===== src/jse_pkg.sv =====
// ---------------------------------------------------------------------------
// jse_pkg: shared types and character codes
// Character constants and the result type of the escape character unit.
// ---------------------------------------------------------------------------
package jse_pkg;

	localparam logic [7:0] CH_QUOTE     = 8'h22;
	localparam logic [7:0] CH_BACKSLASH = 8'h5C;
	localparam logic [7:0] CH_U         = 8'h75;
	localparam logic [7:0] CH_ZERO      = 8'h30;
	localparam logic [7:0] CH_BS        = 8'h08;
	localparam logic [7:0] CH_TAB       = 8'h09;
	localparam logic [7:0] CH_LF        = 8'h0A;
	localparam logic [7:0] CH_FF        = 8'h0C;
	localparam logic [7:0] CH_CR        = 8'h0D;

	typedef struct packed {
		logic [7:0] ch;
		logic       last;
	} esc_t;

endpackage


===== src/json_string_escape_utf8.sv =====
// ---------------------------------------------------------------------------
// json_string_escape_utf8: JSON string literal encoder with UTF-8 checking
// Turns a stream of string bytes into the text of a JSON string literal.
// ---------------------------------------------------------------------------
// Each input transfer is taken when the block is ready; the block then
// sends its characters one per cycle, while the output side accepts
// them, through a single output register, all produced by one shared
// escape character unit. An item causes up to 30 characters, and the
// block takes no new item until all of them are registered. An item that
// only extends a held UTF-8 sequence causes no characters and the block
// is ready again in the next cycle. The input tlast closes the string:
// held bytes are flushed and the closing quote is sent. Valid multi-byte
// sequences pass unchanged; bytes of broken sequences come out as \u00hh.
module json_string_escape_utf8 (
	input  logic       clk,
	input  logic       arst_n,
	input  logic       s_axis_tvalid,
	output logic       s_axis_tready,
	input  logic [7:0] s_axis_tdata,   // in_byte[7:0]
	input  logic       s_axis_tlast,   // end_of_string
	output logic       m_axis_tvalid,
	input  logic       m_axis_tready,
	output logic [7:0] m_axis_tdata,   // out_byte[7:0]
	output logic       m_axis_tlast    // out_last
);
	import jse_pkg::*;

	typedef enum logic [2:0] {ST_IDLE, ST_OPEN, ST_FLUSH, ST_FRESH, ST_CLOSE} state_t;

	state_t     state_q;
	logic       open_q;
	logic [7:0] held_q [4];
	logic [2:0] cnt_q;
	logic [2:0] exp_q;
	logic [7:0] fb_q [4];
	logic [2:0] fl_cnt_q;
	logic       raw_q;
	logic       pl_flush_q;
	logic       pl_esc_q;
	logic       pl_close_q;
	logic [7:0] b_q;
	logic [2:0] k_q;
	logic [1:0] i_q;

	logic       acc, eos, cont, in_rng, fresh_hold;
	logic [7:0] b;
	logic [2:0] len, cnt_eff;
	logic       p_flush, p_raw, p_fresh, p_close, p_append;
	state_t     first_st, n_flush, n_open, nxt;
	logic       ld, last_byte, phase_done;
	logic [7:0] u_byte;
	logic       u_raw;
	esc_t       u_res;

	function automatic logic [2:0] lead_len(input logic [7:0] v);
		if (!v[7])               return 3'd1;
		if (v[7:5] == 3'b110)    return 3'd2;
		if (v[7:4] == 4'b1110)   return 3'd3;
		if (v[7:3] == 5'b11110)  return 3'd4;
		return 3'd0;
	endfunction

	always_comb begin
		logic [20:0] cp;
		cp = 21'd0;
		in_rng = 1'b0;
		case (exp_q)
			3'd2: begin
				cp = {10'd0, held_q[0][4:0], held_q[1][5:0]};
				in_rng = (cp >= 21'h80);
			end
			3'd3: begin
				cp = {5'd0, held_q[0][3:0], held_q[1][5:0], held_q[2][5:0]};
				in_rng = (cp >= 21'h800) && !((cp >= 21'hD800) && (cp <= 21'hDFFF));
			end
			3'd4: begin
				cp = {held_q[0][2:0], held_q[1][5:0], held_q[2][5:0], held_q[3][5:0]};
				in_rng = (cp >= 21'h10000) && (cp <= 21'h10FFFF);
			end
			default: in_rng = 1'b0;
		endcase
	end

	assign s_axis_tready = (state_q == ST_IDLE);
	assign acc  = s_axis_tvalid && s_axis_tready;
	assign b    = s_axis_tdata;
	assign eos  = s_axis_tlast;
	assign cont = (b[7:6] == 2'b10);
	assign len  = lead_len(b);
	assign cnt_eff = open_q ? cnt_q : 3'd0;
	assign fresh_hold = b[7] && (len >= 3'd2);

	always_comb begin
		p_flush  = 1'b0;
		p_raw    = 1'b0;
		p_fresh  = 1'b0;
		p_close  = 1'b0;
		p_append = 1'b0;
		if (eos) begin
			p_close = 1'b1;
			p_flush = (cnt_eff != 3'd0);
			p_raw   = (cnt_eff == exp_q) && in_rng;
		end else if (cnt_eff == 3'd0) begin
			p_fresh = 1'b1;
		end else if ((cnt_eff < exp_q) && (cnt_eff < 3'd4)) begin
			if (cont) begin
				p_append = 1'b1;
			end else begin
				p_flush = 1'b1;
				p_fresh = 1'b1;
			end
		end else begin
			p_flush = 1'b1;
			p_raw   = !cont && (cnt_eff == exp_q) && in_rng;
			p_fresh = 1'b1;
		end
	end

	always_comb begin
		if (!open_q)                   first_st = ST_OPEN;
		else if (p_flush)              first_st = ST_FLUSH;
		else if (p_fresh && !fresh_hold) first_st = ST_FRESH;
		else if (p_close)              first_st = ST_CLOSE;
		else                           first_st = ST_IDLE;
	end

	always_comb begin
		u_byte = CH_QUOTE;
		u_raw  = 1'b1;
		unique case (state_q)
			ST_FLUSH: begin
				u_byte = fb_q[i_q];
				u_raw  = raw_q;
			end
			ST_FRESH: begin
				u_byte = b_q;
				u_raw  = 1'b0;
			end
			default: begin
				u_byte = CH_QUOTE;
				u_raw  = 1'b1;
			end
		endcase
	end

	jse_esc u_esc (
		.byte_in (u_byte),
		.raw     (u_raw),
		.idx     (k_q),
		.res     (u_res)
	);

	assign ld        = !m_axis_tvalid || m_axis_tready;
	assign last_byte = ({1'b0, i_q} == (fl_cnt_q - 3'd1));
	assign n_flush   = pl_esc_q ? ST_FRESH : (pl_close_q ? ST_CLOSE : ST_IDLE);
	assign n_open    = pl_flush_q ? ST_FLUSH : n_flush;

	always_comb begin
		unique case (state_q)
			ST_OPEN:  nxt = n_open;
			ST_FLUSH: nxt = n_flush;
			default:  nxt = ST_IDLE;
		endcase
		phase_done = u_res.last && ((state_q != ST_FLUSH) || last_byte);
	end

	always_ff @(posedge clk or negedge arst_n) begin
		if (!arst_n) begin
			state_q       <= ST_IDLE;
			open_q        <= 1'b0;
			cnt_q         <= 3'd0;
			exp_q         <= 3'd0;
			fl_cnt_q      <= 3'd0;
			raw_q         <= 1'b0;
			pl_flush_q    <= 1'b0;
			pl_esc_q      <= 1'b0;
			pl_close_q    <= 1'b0;
			b_q           <= 8'd0;
			k_q           <= 3'd0;
			i_q           <= 2'd0;
			m_axis_tvalid <= 1'b0;
			m_axis_tdata  <= 8'd0;
			m_axis_tlast  <= 1'b0;
			for (int j = 0; j < 4; j++) begin
				held_q[j] <= 8'd0;
				fb_q[j]   <= 8'd0;
			end
		end else begin
			if (acc) begin
				open_q     <= !eos;
				fb_q       <= held_q;
				fl_cnt_q   <= cnt_eff;
				raw_q      <= p_raw;
				pl_flush_q <= p_flush;
				pl_esc_q   <= p_fresh && !fresh_hold;
				pl_close_q <= p_close;
				b_q        <= b;
				k_q        <= 3'd0;
				i_q        <= 2'd0;
				state_q    <= first_st;
				if (p_append) begin
					held_q[cnt_q[1:0]] <= b;
					cnt_q <= cnt_q + 3'd1;
				end else if (p_fresh && fresh_hold) begin
					held_q[0] <= b;
					cnt_q     <= 3'd1;
					exp_q     <= len;
				end else begin
					cnt_q <= 3'd0;
					exp_q <= 3'd0;
				end
			end else if ((state_q != ST_IDLE) && ld) begin
				m_axis_tvalid <= 1'b1;
				m_axis_tdata  <= u_res.ch;
				m_axis_tlast  <= phase_done && (nxt == ST_IDLE);
				if (u_res.last) begin
					k_q <= 3'd0;
					if ((state_q == ST_FLUSH) && !last_byte) begin
						i_q <= i_q + 2'd1;
					end else begin
						i_q     <= 2'd0;
						state_q <= nxt;
					end
				end else begin
					k_q <= k_q + 3'd1;
				end
			end else if (m_axis_tready) begin
				m_axis_tvalid <= 1'b0;
			end
			if (acc && m_axis_tready) begin
				m_axis_tvalid <= 1'b0;
			end
		end
	end

	a_cnt_bound: assert property (@(posedge clk) disable iff (!arst_n)
		(cnt_q <= exp_q) && (cnt_q <= 3'd4))
		else $error("held count exceeds expected sequence length");

	a_held_open: assert property (@(posedge clk) disable iff (!arst_n)
		(cnt_q != 3'd0) |-> open_q)
		else $error("bytes held while the string is closed");

	a_flush_idx: assert property (@(posedge clk) disable iff (!arst_n)
		(state_q == ST_FLUSH) |-> ((fl_cnt_q != 3'd0) && ({1'b0, i_q} < fl_cnt_q)))
		else $error("flush index outside the held bytes");

	a_last_idle: assert property (@(posedge clk) disable iff (!arst_n)
		(ld && (state_q != ST_IDLE) && !acc && phase_done && (nxt == ST_IDLE))
		|=> (state_q == ST_IDLE) && m_axis_tvalid && m_axis_tlast)
		else $error("last character sent without returning to idle");

endmodule


===== src/jse_esc.sv =====
// ---------------------------------------------------------------------------
// jse_esc: escape character unit
// Gives character number idx of the JSON form of one byte, and marks the
// last character of that form. In raw mode the byte is its own form.
// ---------------------------------------------------------------------------
module jse_esc (
	input  logic [7:0]    byte_in,
	input  logic          raw,
	input  logic [2:0]    idx,
	output jse_pkg::esc_t res
);
	import jse_pkg::*;

	logic [7:0] two;
	logic       is_two;
	logic       is_six;

	function automatic logic [7:0] hex_char(input logic [3:0] v);
		return (v < 4'd10) ? (8'h30 + {4'h0, v}) : (8'h57 + {4'h0, v});
	endfunction

	always_comb begin
		two = 8'h00;
		case (byte_in)
			CH_QUOTE:     two = CH_QUOTE;
			CH_BACKSLASH: two = CH_BACKSLASH;
			CH_BS:        two = "b";
			CH_FF:        two = "f";
			CH_LF:        two = "n";
			CH_CR:        two = "r";
			CH_TAB:       two = "t";
			default:      two = 8'h00;
		endcase
		is_two = !raw && (two != 8'h00);
		is_six = !raw && !is_two && ((byte_in < 8'd32) || byte_in[7]);

		res.ch   = byte_in;
		res.last = (idx == 3'd0);
		if (is_two) begin
			res.ch   = (idx == 3'd0) ? CH_BACKSLASH : two;
			res.last = (idx == 3'd1);
		end else if (is_six) begin
			unique case (idx) inside
				3'd0:         res.ch = CH_BACKSLASH;
				3'd1:         res.ch = CH_U;
				3'd2, 3'd3:   res.ch = CH_ZERO;
				3'd4:         res.ch = hex_char(byte_in[7:4]);
				default:      res.ch = hex_char(byte_in[3:0]);
			endcase
			res.last = (idx == 3'd5);
		end
	end

endmodule

===== config.mk =====
export PLATFORM = sky130hd
export DESIGN_NAME = json_string_escape_utf8
export DESIGN_NICKNAME = d
export VERILOG_FILES = /design/src/jse_pkg.sv /design/src/json_string_escape_utf8.sv /design/src/jse_esc.sv
export SDC_FILE = /design/constraint.sdc
export NUM_CORES = 1
export LEC_CHECK = 0
export ABC_AREA = 1
export BUFFER_PORTS_ARGS = -buffer_cell sky130_fd_sc_hd__buf_2
export CAP_MARGIN = 20
export CORE_MARGIN = 2
export CORE_UTILIZATION = 67
export DETAILED_ROUTE_END_ITERATION = 7
export GPL_TIMING_DRIVEN = 0
export PLACE_DENSITY_LB_ADDON = 0.2
export SETUP_SLACK_MARGIN = 0.5
export SYNTH_ARGS = -nofsm -noshare
export SYNTH_HDL_FRONTEND = slang
export SYNTH_SLANG_ARGS = --single-unit

===== constraint.sdc =====
create_clock -name clk -period 6.6 [get_ports clk]
set_input_delay 1.32 -clock clk [delete_from_list [all_inputs] [get_ports clk]]
set_output_delay 1.32 -clock clk [all_outputs]
set_load 0.005 [all_outputs]

==> results of run 1 <==
==> cell type report <==
type                            instances  area (µm²)  share of cell area
Clock buffer                           11         141              0.0234
Multi-Input combinational cell        486        2520               0.418
Buffer                                 22         109              0.0180
Timing Repair Buffer                   24         145              0.0241
Tap cell                              105         131              0.0218
Inverter                               90         340              0.0564
Sequential cell                       104        2600               0.431
Clock inverter                          5        41.3             0.00685
==> routing by layer <==
| metal | vias up | routed length [µm] |
|---|---|---|
| met5 | - | 0 |
| met4 | 0 | 416 |
| met3 | 35 | 835 |
| met2 | 196 | 6850 |
| met1 | 2275 | 5840 |
| li1 | 2332 | - |
==> synthesized netlist by cell type (3+ instances only) <==
| library cell | number |
|---|---|
| o21ai_0 | 75 |
| a31oi_1 | 3 |
| nor3_1 | 9 |
| nand2_1 | 204 |
| clkbuf_1 | 13 |
| nand4_1 | 6 |
| o211ai_1 | 10 |
| buf_2 | 6 |
| dfrtp_1 | 104 |
| nor2_1 | 38 |
| xor2_1 | 4 |
| nand3_2 | 7 |
| nand3_1 | 37 |
| nor2_2 | 3 |
| ha_1 | 18 |
| a21oi_1 | 23 |
| nand2_2 | 10 |
| o22ai_1 | 5 |
| inv_1 | 80 |
| xnor2_1 | 4 |
| o21ai_1 | 7 |
| inv_2 | 8 |
==> worst max-delay path, stage by stage (launching register included) <==
cell and delay [ns]:
dfrtp_1 0.39, buf_6 0.14, buf_4 0.17, buf_2 0.20, o21ai_0 0.23, nand3_1 0.12, o21ai_0 0.26, inv_1 0.14
ha_1 0.24, nand3_1 0.16, inv_1 0.06, nand2_1 0.09, nor2_1 0.08, nor2_2 0.15, nand4_4 0.17, inv_1 0.26
nand3_1 0.11, o211ai_1 0.12, a21oi_1 0.10
==> kinds of logic after synthesis <==
kind of cell,count (synthesis),synth area share
AO/OA/AOI/OAI,135,0.138
flip-flops,104,0.467
buffers and inverters,112,0.0806
XOR/XNOR,8,0.0126
AND/OR/NAND/NOR,325,0.261
adder cells (fa/ha/maj),18,0.0404
==> power by group <==
group / switching [W] / internal (W)
Clock: 0.000233 / 0.000152
Combinational: 0.000555 / 0.000264
Sequential: 0.0000953 / 0.000773
==> worst max path at each step <==
stage	cells after the start	slack, ns	end
5_1_grt	20	2.96	state_q[1]$_DFFE_PN0P_
4_1_cts	18	3.37	m_axis_tdata[1]$_DFFE_PN0P_
3_5_place_dp	18	3.40	m_axis_tdata[1]$_DFFE_PN0P_
6_report	18	3.31	m_axis_tdata[1]$_DFFE_PN0P_
2_1_floorplan	20	3.92	state_q[0]$_DFFE_PN0P_
3_3_place_gp	1	3.13	cnt_q[1]$_DFFE_PN0P_
==> per-stage QoR <==
stage	hold WS [ns]	setup WS [ns]	instances	util	instance area [µm²]
3_3_place_gp	0.432	3.13	830	0.715	5820
6_report	0.476	3.31	847	0.742	6030
5_1_grt	0.512	2.96	847	0.742	6030
4_1_cts	0.470	3.37	847	0.742	6030
2_1_floorplan	0.419	3.92	702	-	5570
3_5_place_dp	0.446	3.40	831	0.719	5850
==> registers in the layout, summed over array words and instances, names as in the netlist, 2 cells and up <==
signal,flops
fb_q,32
held_q,32
b_q,8
m_axis_tdata,8
cnt_q,3
exp_q,3
fl_cnt_q,3
k_q,3
state_q,3
i_q,2
==> flow_metrics.py, run 1 <==
metrics = {
    "placed_design": {
        "place.gp.congestion": 0.904,
        "io_buffers": 23,
        "dp_hpwl_um": 10400,
    },
    "worst_setup_path": {
        "startpoint": "i_q[0]$_DFFE_PN0P_",
        "rrSetupSlack_ns": 3.31,
        "r2r_cells": 18,
        "worstPathRequired_ns": 6.85,
        "endpoint_kind": "flop",
        "timing.rr.start": "i_q[0]$_DFFE_PN0P_",
        "crit_fanout": 10,
        "critical_path_class": "flop to flop",
        "cp_data_arrival_time_ns": 3.54,
        "r2r-end": "m_axis_tdata[1]$_DFFE_PN0P_",
        "start_kind": "flop",
    },
    "power_and_ir_drop": {
        "power_per_cell_area_nw_per_um2": 344,
        "p_leak_nw": 2.99,
        "power_w": 0.00207,
        "vdd_drop_max_v": 0.000225,
    },
    "route": {
        "via_per_inst": 5.71,
        "detail-route-antenna-nets": 0,
        "drc": 0,
        "dr.pass1.iters": 6,
        "drt-wirelength-per-cell_um": 16.5,
        "num_vias": 4838,
        "postRouteWirelength_um": 14000,
        "first_iter_violations": 435,
    },
    "sta": {
        "relSlewSlack": 0.589,
        "max_freq_mhz": 304,
        "rsz0062_at_grt": "no",
        "drv_slew": 0,
        "setup_viol": 0,
        "min_period_ns": 3.29,
        "setup_tns_ns": 0,
        "min_period_over_period": 0.498,
        "clock_skew_ns": 0.0156,
        "tightest_slew_ns": 0.610,
        "finalHoldViolations": 0,
    },
    "clock_network": {
        "clockRootBuffer": "clkbuf_8",
        "cts_resized": 0,
        "hold_buffers": 0,
        "numCtsBuffers": 9,
        "htreeDepth": 3,
        "cts_tree": "done",
        "cts_sinks": 104,
        "clk_pin_slew_ns": 0.10,
        "postCtsSetupBuffers": 0,
        "clkLatencyLatePin_ns": 0.37,
        "clockBufferDepth": 2,
    },
    "global_routing": {
        "gr-usage-met2": 0.566,
        "track_usage": 0.330,
        "top_usage_layer": "met2",
        "grt_max_degree": 64,
        "grt_use_met1": 0.423,
        "grtUsageMet3": 0.0411,
        "grt_pass1_wl_um": 22800,
        "antenna_found_initial": 0,
        "grt_pass1_vias": 4815,
        "grt_overflow_total": 0,
    },
    "logic_synthesis": {
        "postSynthCellCount": 702,
        "seq_area_frac_synth": 0.467,
        "syn-num-nets": 733,
        "synth_top_area_cell": "dfrtp_1",
        "synth.area.top_cells": "dfrtp_1, nand2_1, o21ai_0",
        "synth_edf_count": 0,
        "ys_seq_elements": 104,
        "synth_ff_type": "dfrtp_1",
        "synth_warnings": 0,
        "syn_area_um2": 5570,
        "yosysUniqueCellTypes": 45,
        "yosys.area.top_type_share": 0.467,
        "synth.avg_cell_area_um2": 7.94,
        "synth-async-reset-ratio": 1.00,
    },
    "cells_and_area": {
        "mostFrequentLayoutCell": "nand2_1",
        "nFillCells": 635,
        "most-common-layout-cells": "nand2_1, dfrtp_1, inv_1, o21ai_0, nor2_1",
        "final_nets": 768,
        "diodes": 0,
        "synthToLayoutAreaGrowth_pct": 8.24,
        "layout-drive-gt1-share": 0.123,
    },
    "flow_run": {
        "drv_cap": 0,
    },
    "die": {
        "ioPinCount": 24,
        "initial_core_util": 0.685,
        "row_count": 33,
        "core_um2": 8130,
        "fp.dieH_um": 95.2,
        "dieArea_um2": 9060,
        "dieWidth_um": 95.2,
    },
    "outcome": {
        "status": "completed",
    },
    "worst_hold_path": {
        "min_to": "held_q[23]$_DFFE_PN0P_",
        "hold_start": "held_q[23]$_DFFE_PN0P_",
        "holdPathStages": 2,
        "hold_path_class": "flop to flop",
    },
}
Note: power is estimated with default switching activity, not from simulation.
==> run 2, diff against run 1 <==
--- a/config.mk
+++ b/config.mk
@@ -9,7 +9,7 @@
 export BUFFER_PORTS_ARGS = -buffer_cell sky130_fd_sc_hd__buf_2
 export CAP_MARGIN = 20
 export CORE_MARGIN = 2
-export CORE_UTILIZATION = 67
+export CORE_UTILIZATION = 62
 export DETAILED_ROUTE_END_ITERATION = 7
 export GPL_TIMING_DRIVEN = 0
 export PLACE_DENSITY_LB_ADDON = 0.2
==> constraint.sdc (replaced) <==
create_clock -name clk -period 3.4 [get_ports clk]
set_input_delay 0.68 -clock clk [delete_from_list [all_inputs] [get_ports clk]]
set_output_delay 0.68 -clock clk [all_outputs]
set_load 0.005 [all_outputs]
==> flow_metrics.py, run 2 (synthesis results as in run 1) <==
metrics = {
    "worst_setup_path": {
        "start_kind": "flop",
        "cp_slowest_cell": "dfrtp_1",
        "critical_path_class": "flop to flop",
        "cp_slowest_stage_delay_ns": 0.42,
        "cpMostUsedCell": "nand2_2",
        "cp_data_arrival_time_ns": 3.11,
        "crit_fanout": 10,
        "crit_chain": "buf_6 > buf_8 > buf_8 > o21ai_0 > nand3_1 > o21ai_2 > inv_1 > ha_2 > nand3_4 > inv_1 > nand2_2 > nor2_2 > nor2_2 > nand4_4 > nand2_2 > nand3_4 > nand2_2 > nand2_2 > nand3_1 > nand2_1",
        "endpoint_kind": "flop",
        "worstPathRequired_ns": 3.66,
    },
    "die": {
        "fp.dieH_um": 98.8,
        "initial_core_util": 0.639,
        "ioPinCount": 24,
        "core_um2": 8720,
        "dieWidth_um": 98.8,
        "dieArea_um2": 9760,
        "row_count": 34,
    },
    "sta": {
        "tightest_slew_ns": 0.616,
        "min_period_over_period": 0.838,
        "max_freq_mhz": 351,
        "setup_tns_ns": 0,
        "setup_viol": 0,
        "drv_slew": 0,
        "whs_ns": 0.261,
        "min_period_ns": 2.85,
        "rsz0062_at_grt": "yes",
        "finalHoldViolations": 0,
        "relSlewSlack": 0.590,
        "clock_skew_ns": 0.0150,
    },
    "cells_and_area": {
        "seq_area_um2": 2600,
        "most-common-layout-cells": "nand2_1, dfrtp_1, inv_1, o21ai_0, nand3_1",
        "synthToLayoutAreaGrowth_pct": 13.6,
        "reg.largest.list": "fb_q: 32 flops, held_q: 32 flops",
        "mostFrequentLayoutCell": "nand2_1",
        "multi_input_area_um2": 2660,
        "nFillCells": 681,
        "layout-drive-gt1-share": 0.181,
        "final_nets": 782,
        "diodes": 0,
    },
    "global_routing": {
        "grt_overflow_total": 0,
        "gr-usage-met2": 0.496,
        "antenna_found_initial": 0,
        "grtUsageMet3": 0.0489,
        "grt_pass1_vias": 4723,
        "grt_use_met1": 0.422,
        "track_usage": 0.302,
        "grt_max_degree": 66,
        "top_usage_layer": "met2",
        "grt_pass1_wl_um": 23400,
    },
    "route": {
        "num_vias": 4940,
        "detail-route-antenna-nets": 0,
        "drc": 0,
        "drt-wirelength-per-cell_um": 16.5,
        "via_per_inst": 5.72,
        "first_iter_violations": 363,
        "postRouteWirelength_um": 14200,
        "dr.pass1.iters": 5,
    },
    "placed_design": {
        "place.gp.congestion": 0.926,
        "dp_hpwl_um": 10100,
        "io_buffers": 23,
    },
    "clock_network": {
        "clockBufferDepth": 2,
        "clkLatencyLatePin_ns": 0.39,
        "clockRootBuffer": "clkbuf_8",
        "clk_pin_slew_ns": 0.12,
        "numCtsBuffers": 9,
        "cts_sinks": 104,
        "cts_tree": "done",
        "htreeDepth": 3,
    },
    "worst_hold_path": {
        "hold_path_class": "primary input to async pin",
    },
    "power_and_ir_drop": {
        "p_leak_nw": 3.11,
        "power_per_cell_area_nw_per_um2": 668,
        "vdd_drop_max_v": 0.000295,
    },
    "outcome": {
        "status": "completed",
    },
    "flow_run": {
        "drv_cap": 0,
    },
}
-- run 2: cell types whose count changed in the layout (fill, tap and decap cells not counted), moves of 3 or more --
cell     delta
buf_2       -3
buf_4      +13
ha_1        -3
ha_2        +3
inv_1       -4
inv_2       +4
nand2_1     -8
nand2_2     +7
nor2_1      -6
nor2_4      +5
o21ai_0     -6
o21ai_2     +3
-- run 2: cell type report --
| type | instances | area share |
|---|---|---|
| Multi-Input combinational cell | 486 | 0.421 |
| Sequential cell | 104 | 0.411 |
| Inverter | 90 | 0.0538 |
| Timing Repair Buffer | 38 | 0.0395 |
| Clock buffer | 10 | 0.0217 |
| Tap cell | 108 | 0.0213 |
| Buffer | 22 | 0.0208 |
| Clock inverter | 6 | 0.0107 |
-- run 2: what timing repair did --
action                                  4_1_cts  5_1_grt
hold buffers                                  0        0
buffers inserted                              4       10
resized for setup                            17       37
pin swaps                                     1        9
endpoints found under the setup margin       33       47
-- run 2: worst max-delay path, delay by kind of cell, from the launching register on --
family                   cells  cell delay [ns]
buffers and inverters        5             0.59
adder cells (fa/ha/maj)      1             0.21
AO/OA/AOI/OAI                2             0.26
flip-flops                   1             0.42
AND/OR/NAND/NOR             12             1.23
-- run 2: power by group --
part	switching, W	leakage, nW	internal [W]	total, W
logic	0.00115	1.65	0.000598	0.00175
clock network	0.000484	0.106	0.000312	0.000797
registers	0.000183	1.35	0.00150	0.00168
total	0.00182	3.11	0.00241	0.00423
-- run 2: routing by layer --
| metal | vias to the layer above | share of wire |
|---|---|---|
| li1 | 2360 | - |
| met1 | 2389 | 0.43 |
| met2 | 168 | 0.49 |
| met3 | 23 | 0.056 |
| met4 | 0 | 0.018 |
| met5 | - | 0 |
-- run 2: path summary, 6_finish.rpt --
kind	from	end	slack, ns	cells past startpoint
worst min-delay path	arst_n	held_q[19]$_DFFE_PN0P_	0.26	1
worst max-delay path	i_q[0]$_DFFE_PN0P_	i_q[1]$_DFFE_PN0P_	0.55	20
worst max register to register	i_q[0]$_DFFE_PN0P_	i_q[1]$_DFFE_PN0P_	0.55	20
max in group asynchronous	arst_n	open_q$_DFFE_PN0P_	2.39	2
min in group clk	held_q[15]$_DFFE_PN0P_	held_q[15]$_DFFE_PN0P_	0.47	2
worst min register to register	held_q[15]$_DFFE_PN0P_	held_q[15]$_DFFE_PN0P_	0.47	2
-- run 2: per-stage QoR --
step                cell area [µm²]  utilization  power, W  setup WS, ns  cells
floorplan                      5570            -   0.00279         0.716    702
global placement               5820        0.668   0.00319         0.260    833
detailed placement             5850        0.671   0.00326         0.194    834
CTS                            6130        0.703   0.00408         0.470    854
global route                   6330        0.726   0.00451         0.384    864
finish                         6330        0.726   0.00423         0.551    864
==> run 3, diff against run 2 <==
--- a/config.mk
+++ b/config.mk
@@ -9,7 +9,7 @@
 export BUFFER_PORTS_ARGS = -buffer_cell sky130_fd_sc_hd__buf_2
 export CAP_MARGIN = 20
 export CORE_MARGIN = 2
-export CORE_UTILIZATION = 62
+export CORE_UTILIZATION = 56
 export DETAILED_ROUTE_END_ITERATION = 7
 export GPL_TIMING_DRIVEN = 0
 export PLACE_DENSITY_LB_ADDON = 0.2
==> constraint.sdc (replaced) <==
create_clock -name clk -period 2.4 [get_ports clk]
set_input_delay 0.48 -clock clk [delete_from_list [all_inputs] [get_ports clk]]
set_output_delay 0.48 -clock clk [all_outputs]
set_load 0.005 [all_outputs]
==> flow_metrics.py, run 3 (synthesis results as in run 1) <==
metrics = {
    "clock_network": {
        "clockBufferDepth": 2,
        "clkLatencyLatePin_ns": 0.40,
        "cts_sinks": 104,
        "clockRootBuffer": "clkbuf_8",
        "cts_tree": "done",
        "clk_pin_slew_ns": 0.11,
        "htreeDepth": 3,
        "numCtsBuffers": 9,
    },
    "sta": {
        "setup_viol": 48,
        "tightest_slew_ns": 0.652,
        "finalHoldViolations": 0,
        "min_period_ns": 2.75,
        "clock_skew_ns": 0.0164,
        "rsz0062_at_grt": "yes",
        "drv_slew": 0,
        "relSlewSlack": 0.565,
        "max_freq_mhz": 363,
        "setup_ws_ns": -0.353,
        "min_period_over_period": 1.15,
    },
    "placed_design": {
        "place.gp.congestion": 0.978,
        "dp_hpwl_um": 10400,
        "pre_cts_slack_ns": -0.397,
        "io_buffers": 23,
    },
    "route": {
        "drt-wirelength-per-cell_um": 20.1,
        "via_per_inst": 6.07,
        "num_vias": 5866,
        "postRouteWirelength_um": 19500,
        "dr.pass1.iters": 6,
        "detail-route-antenna-nets": 0,
        "first_iter_violations": 578,
        "drc": 0,
    },
    "worst_setup_path": {
        "endpoint_kind": "flop",
        "critical_path_class": "flop to flop",
        "start_kind": "flop",
        "worstPathRequired_ns": 2.69,
        "crit_fanout": 8,
        "crit_chain": "inv_1 > nand2_4 > nor2_4 > inv_4 > or2_0 > nand2_2 > buf_6 > ha_4 > nand3_4 > nor2_4 > nand2_2 > nand2_2 > inv_2 > nand4_4 > clkinvlp_4 > o211ai_1 > a21oi_1",
        "cpMostUsedCell": "nand2_2",
        "cp_slowest_stage_delay_ns": 0.39,
        "cp_slowest_cell": "dfrtp_1",
        "cp_data_arrival_time_ns": 3.04,
    },
    "die": {
        "core_um2": 9730,
        "initial_core_util": 0.573,
        "ioPinCount": 24,
        "dieArea_um2": 10800,
        "row_count": 36,
        "fp.dieH_um": 104,
        "dieWidth_um": 104,
    },
    "cells_and_area": {
        "seq_area_um2": 2610,
        "multi_input_area_um2": 3290,
        "synthToLayoutAreaGrowth_pct": 40.3,
        "most-common-layout-cells": "nand2_1, dfrtp_1, inv_1, buf_4, o21ai_0",
        "mostFrequentLayoutCell": "nand2_1",
        "layout-drive-gt1-share": 0.405,
        "final_core_util": 0.804,
        "diodes": 0,
        "nFillCells": 578,
        "final_nets": 860,
        "reg.largest.list": "fb_q: 32 flops, held_q: 32 flops",
    },
    "power_and_ir_drop": {
        "power_per_cell_area_nw_per_um2": 916,
        "switchingPower_w": 0.00319,
        "swShare": 0.445,
        "p_int_w": 0.00398,
        "seq_power_share": 0.342,
        "clock_power_share": 0.171,
        "p_leak_nw": 3.72,
        "vdd_drop_max_v": 0.000567,
        "p_comb_frac": 0.487,
    },
    "global_routing": {
        "antenna_found_initial": 0,
        "grt_pass1_vias": 5678,
        "grt_pass1_wl_um": 28300,
        "track_usage": 0.334,
        "grt_max_degree": 75,
        "grt_overflow_total": 0,
    },
    "flow_run": {
        "drv_cap": 0,
    },
    "worst_hold_path": {
        "hold_path_class": "primary input to async pin",
    },
    "outcome": {
        "violations": "setup timing",
        "status": "finished, violations left",
    },
}
-- run 3: cell types whose count changed in the layout (fill, tap and decap cells not counted), sizes merged --
cell / change
buf: +80
bufinv: +1
clkbuf: -3
clkinvlp: +3
inv: -3
-- run 3: repair_timing --
action	CTS	global route
gates resized for setup	147	82
setup buffers	76	11
cloned	5	0
hold buffers	0	0
pin swaps	53	37
setup endpoints to repair	90	94
-- run 3: worst max-delay path: cells and delay by family (launching register included) --
family	cells	cell delay, ns
AND/OR/NAND/NOR	9	1.21
buffers and inverters	5	0.52
flip-flops	1	0.39
AO/OA/AOI/OAI	2	0.36
adder cells (fa/ha/maj)	1	0.13
-- run 3: per-stage QoR --
| step | power (W) | TNS [ns] | area (µm²) | hold slack (ns) | cells |
|---|---|---|---|---|---|
| floorplan | 0.00405 | 0 | 5740 | 0.184 | 702 |
| global placement | 0.00466 | -34.62 | 6020 | 0.431 | 858 |
| detailed placement | 0.00475 | -9.68 | 6050 | 0.436 | 859 |
| CTS | 0.00657 | -5.10 | 7440 | 0.0321 | 956 |
| global route | 0.00748 | -15.09 | 7820 | 0.0414 | 967 |
| finish | 0.00716 | -10.72 | 7820 | 0.00304 | 967 |
-- run 3: final timing paths --
kind,start,end,slack [ns],cells past startpoint
worst max register to register,state_q[2]$_DFFE_PN0P_,m_axis_tdata[1]$_DFFE_PN0P_,-0.35,17
worst min register to register,held_q[10]$_DFFE_PN0P_,fb_q[10]$_DFFE_PN0P_,0.48,2
min in group clk,m_axis_tready,m_axis_tvalid$_DFFE_PN0P_,0.30,2
worst min-delay path,arst_n,state_q[1]$_DFFE_PN0P_,0.003,1
max in group asynchronous,arst_n,open_q$_DFFE_PN0P_,1.67,2
worst max-delay path,state_q[2]$_DFFE_PN0P_,m_axis_tdata[1]$_DFFE_PN0P_,-0.35,17
-- run 3: power groups by stage --
stage                     combinational [W]  sequential (W)  clock (W)
after global placement              0.00225         0.00241          0
after detailed placement            0.00233         0.00242          0
after CTS                           0.00297         0.00240    0.00120
after global routing                0.00373         0.00248    0.00128
final                               0.00349         0.00245    0.00122
after floorplan                     0.00170         0.00235          0
-- run 3: metal layers --
layer / vias to the layer above / wire length [µm] / GRT usage
li1: 2515 / - / -
met1: 2816 / 7110 / 0.407
met2: 406 / 9510 / 0.569
met3: 129 / 1530 / 0.0554
met4: 0 / 1320 / 0.181
met5: - / 0 / 0
-- run 3: area by class of cell --
cell class	count	share of cell area
clock buffer	10	0.0176
tap	133	0.0213
timing repair inverter	1	0.000960
timing repair buffer	115	0.127
multi-input combinational	486	0.420
buffer	22	0.0246
inverter	90	0.0453
clock inverter	6	0.00960
sequential	104	0.333
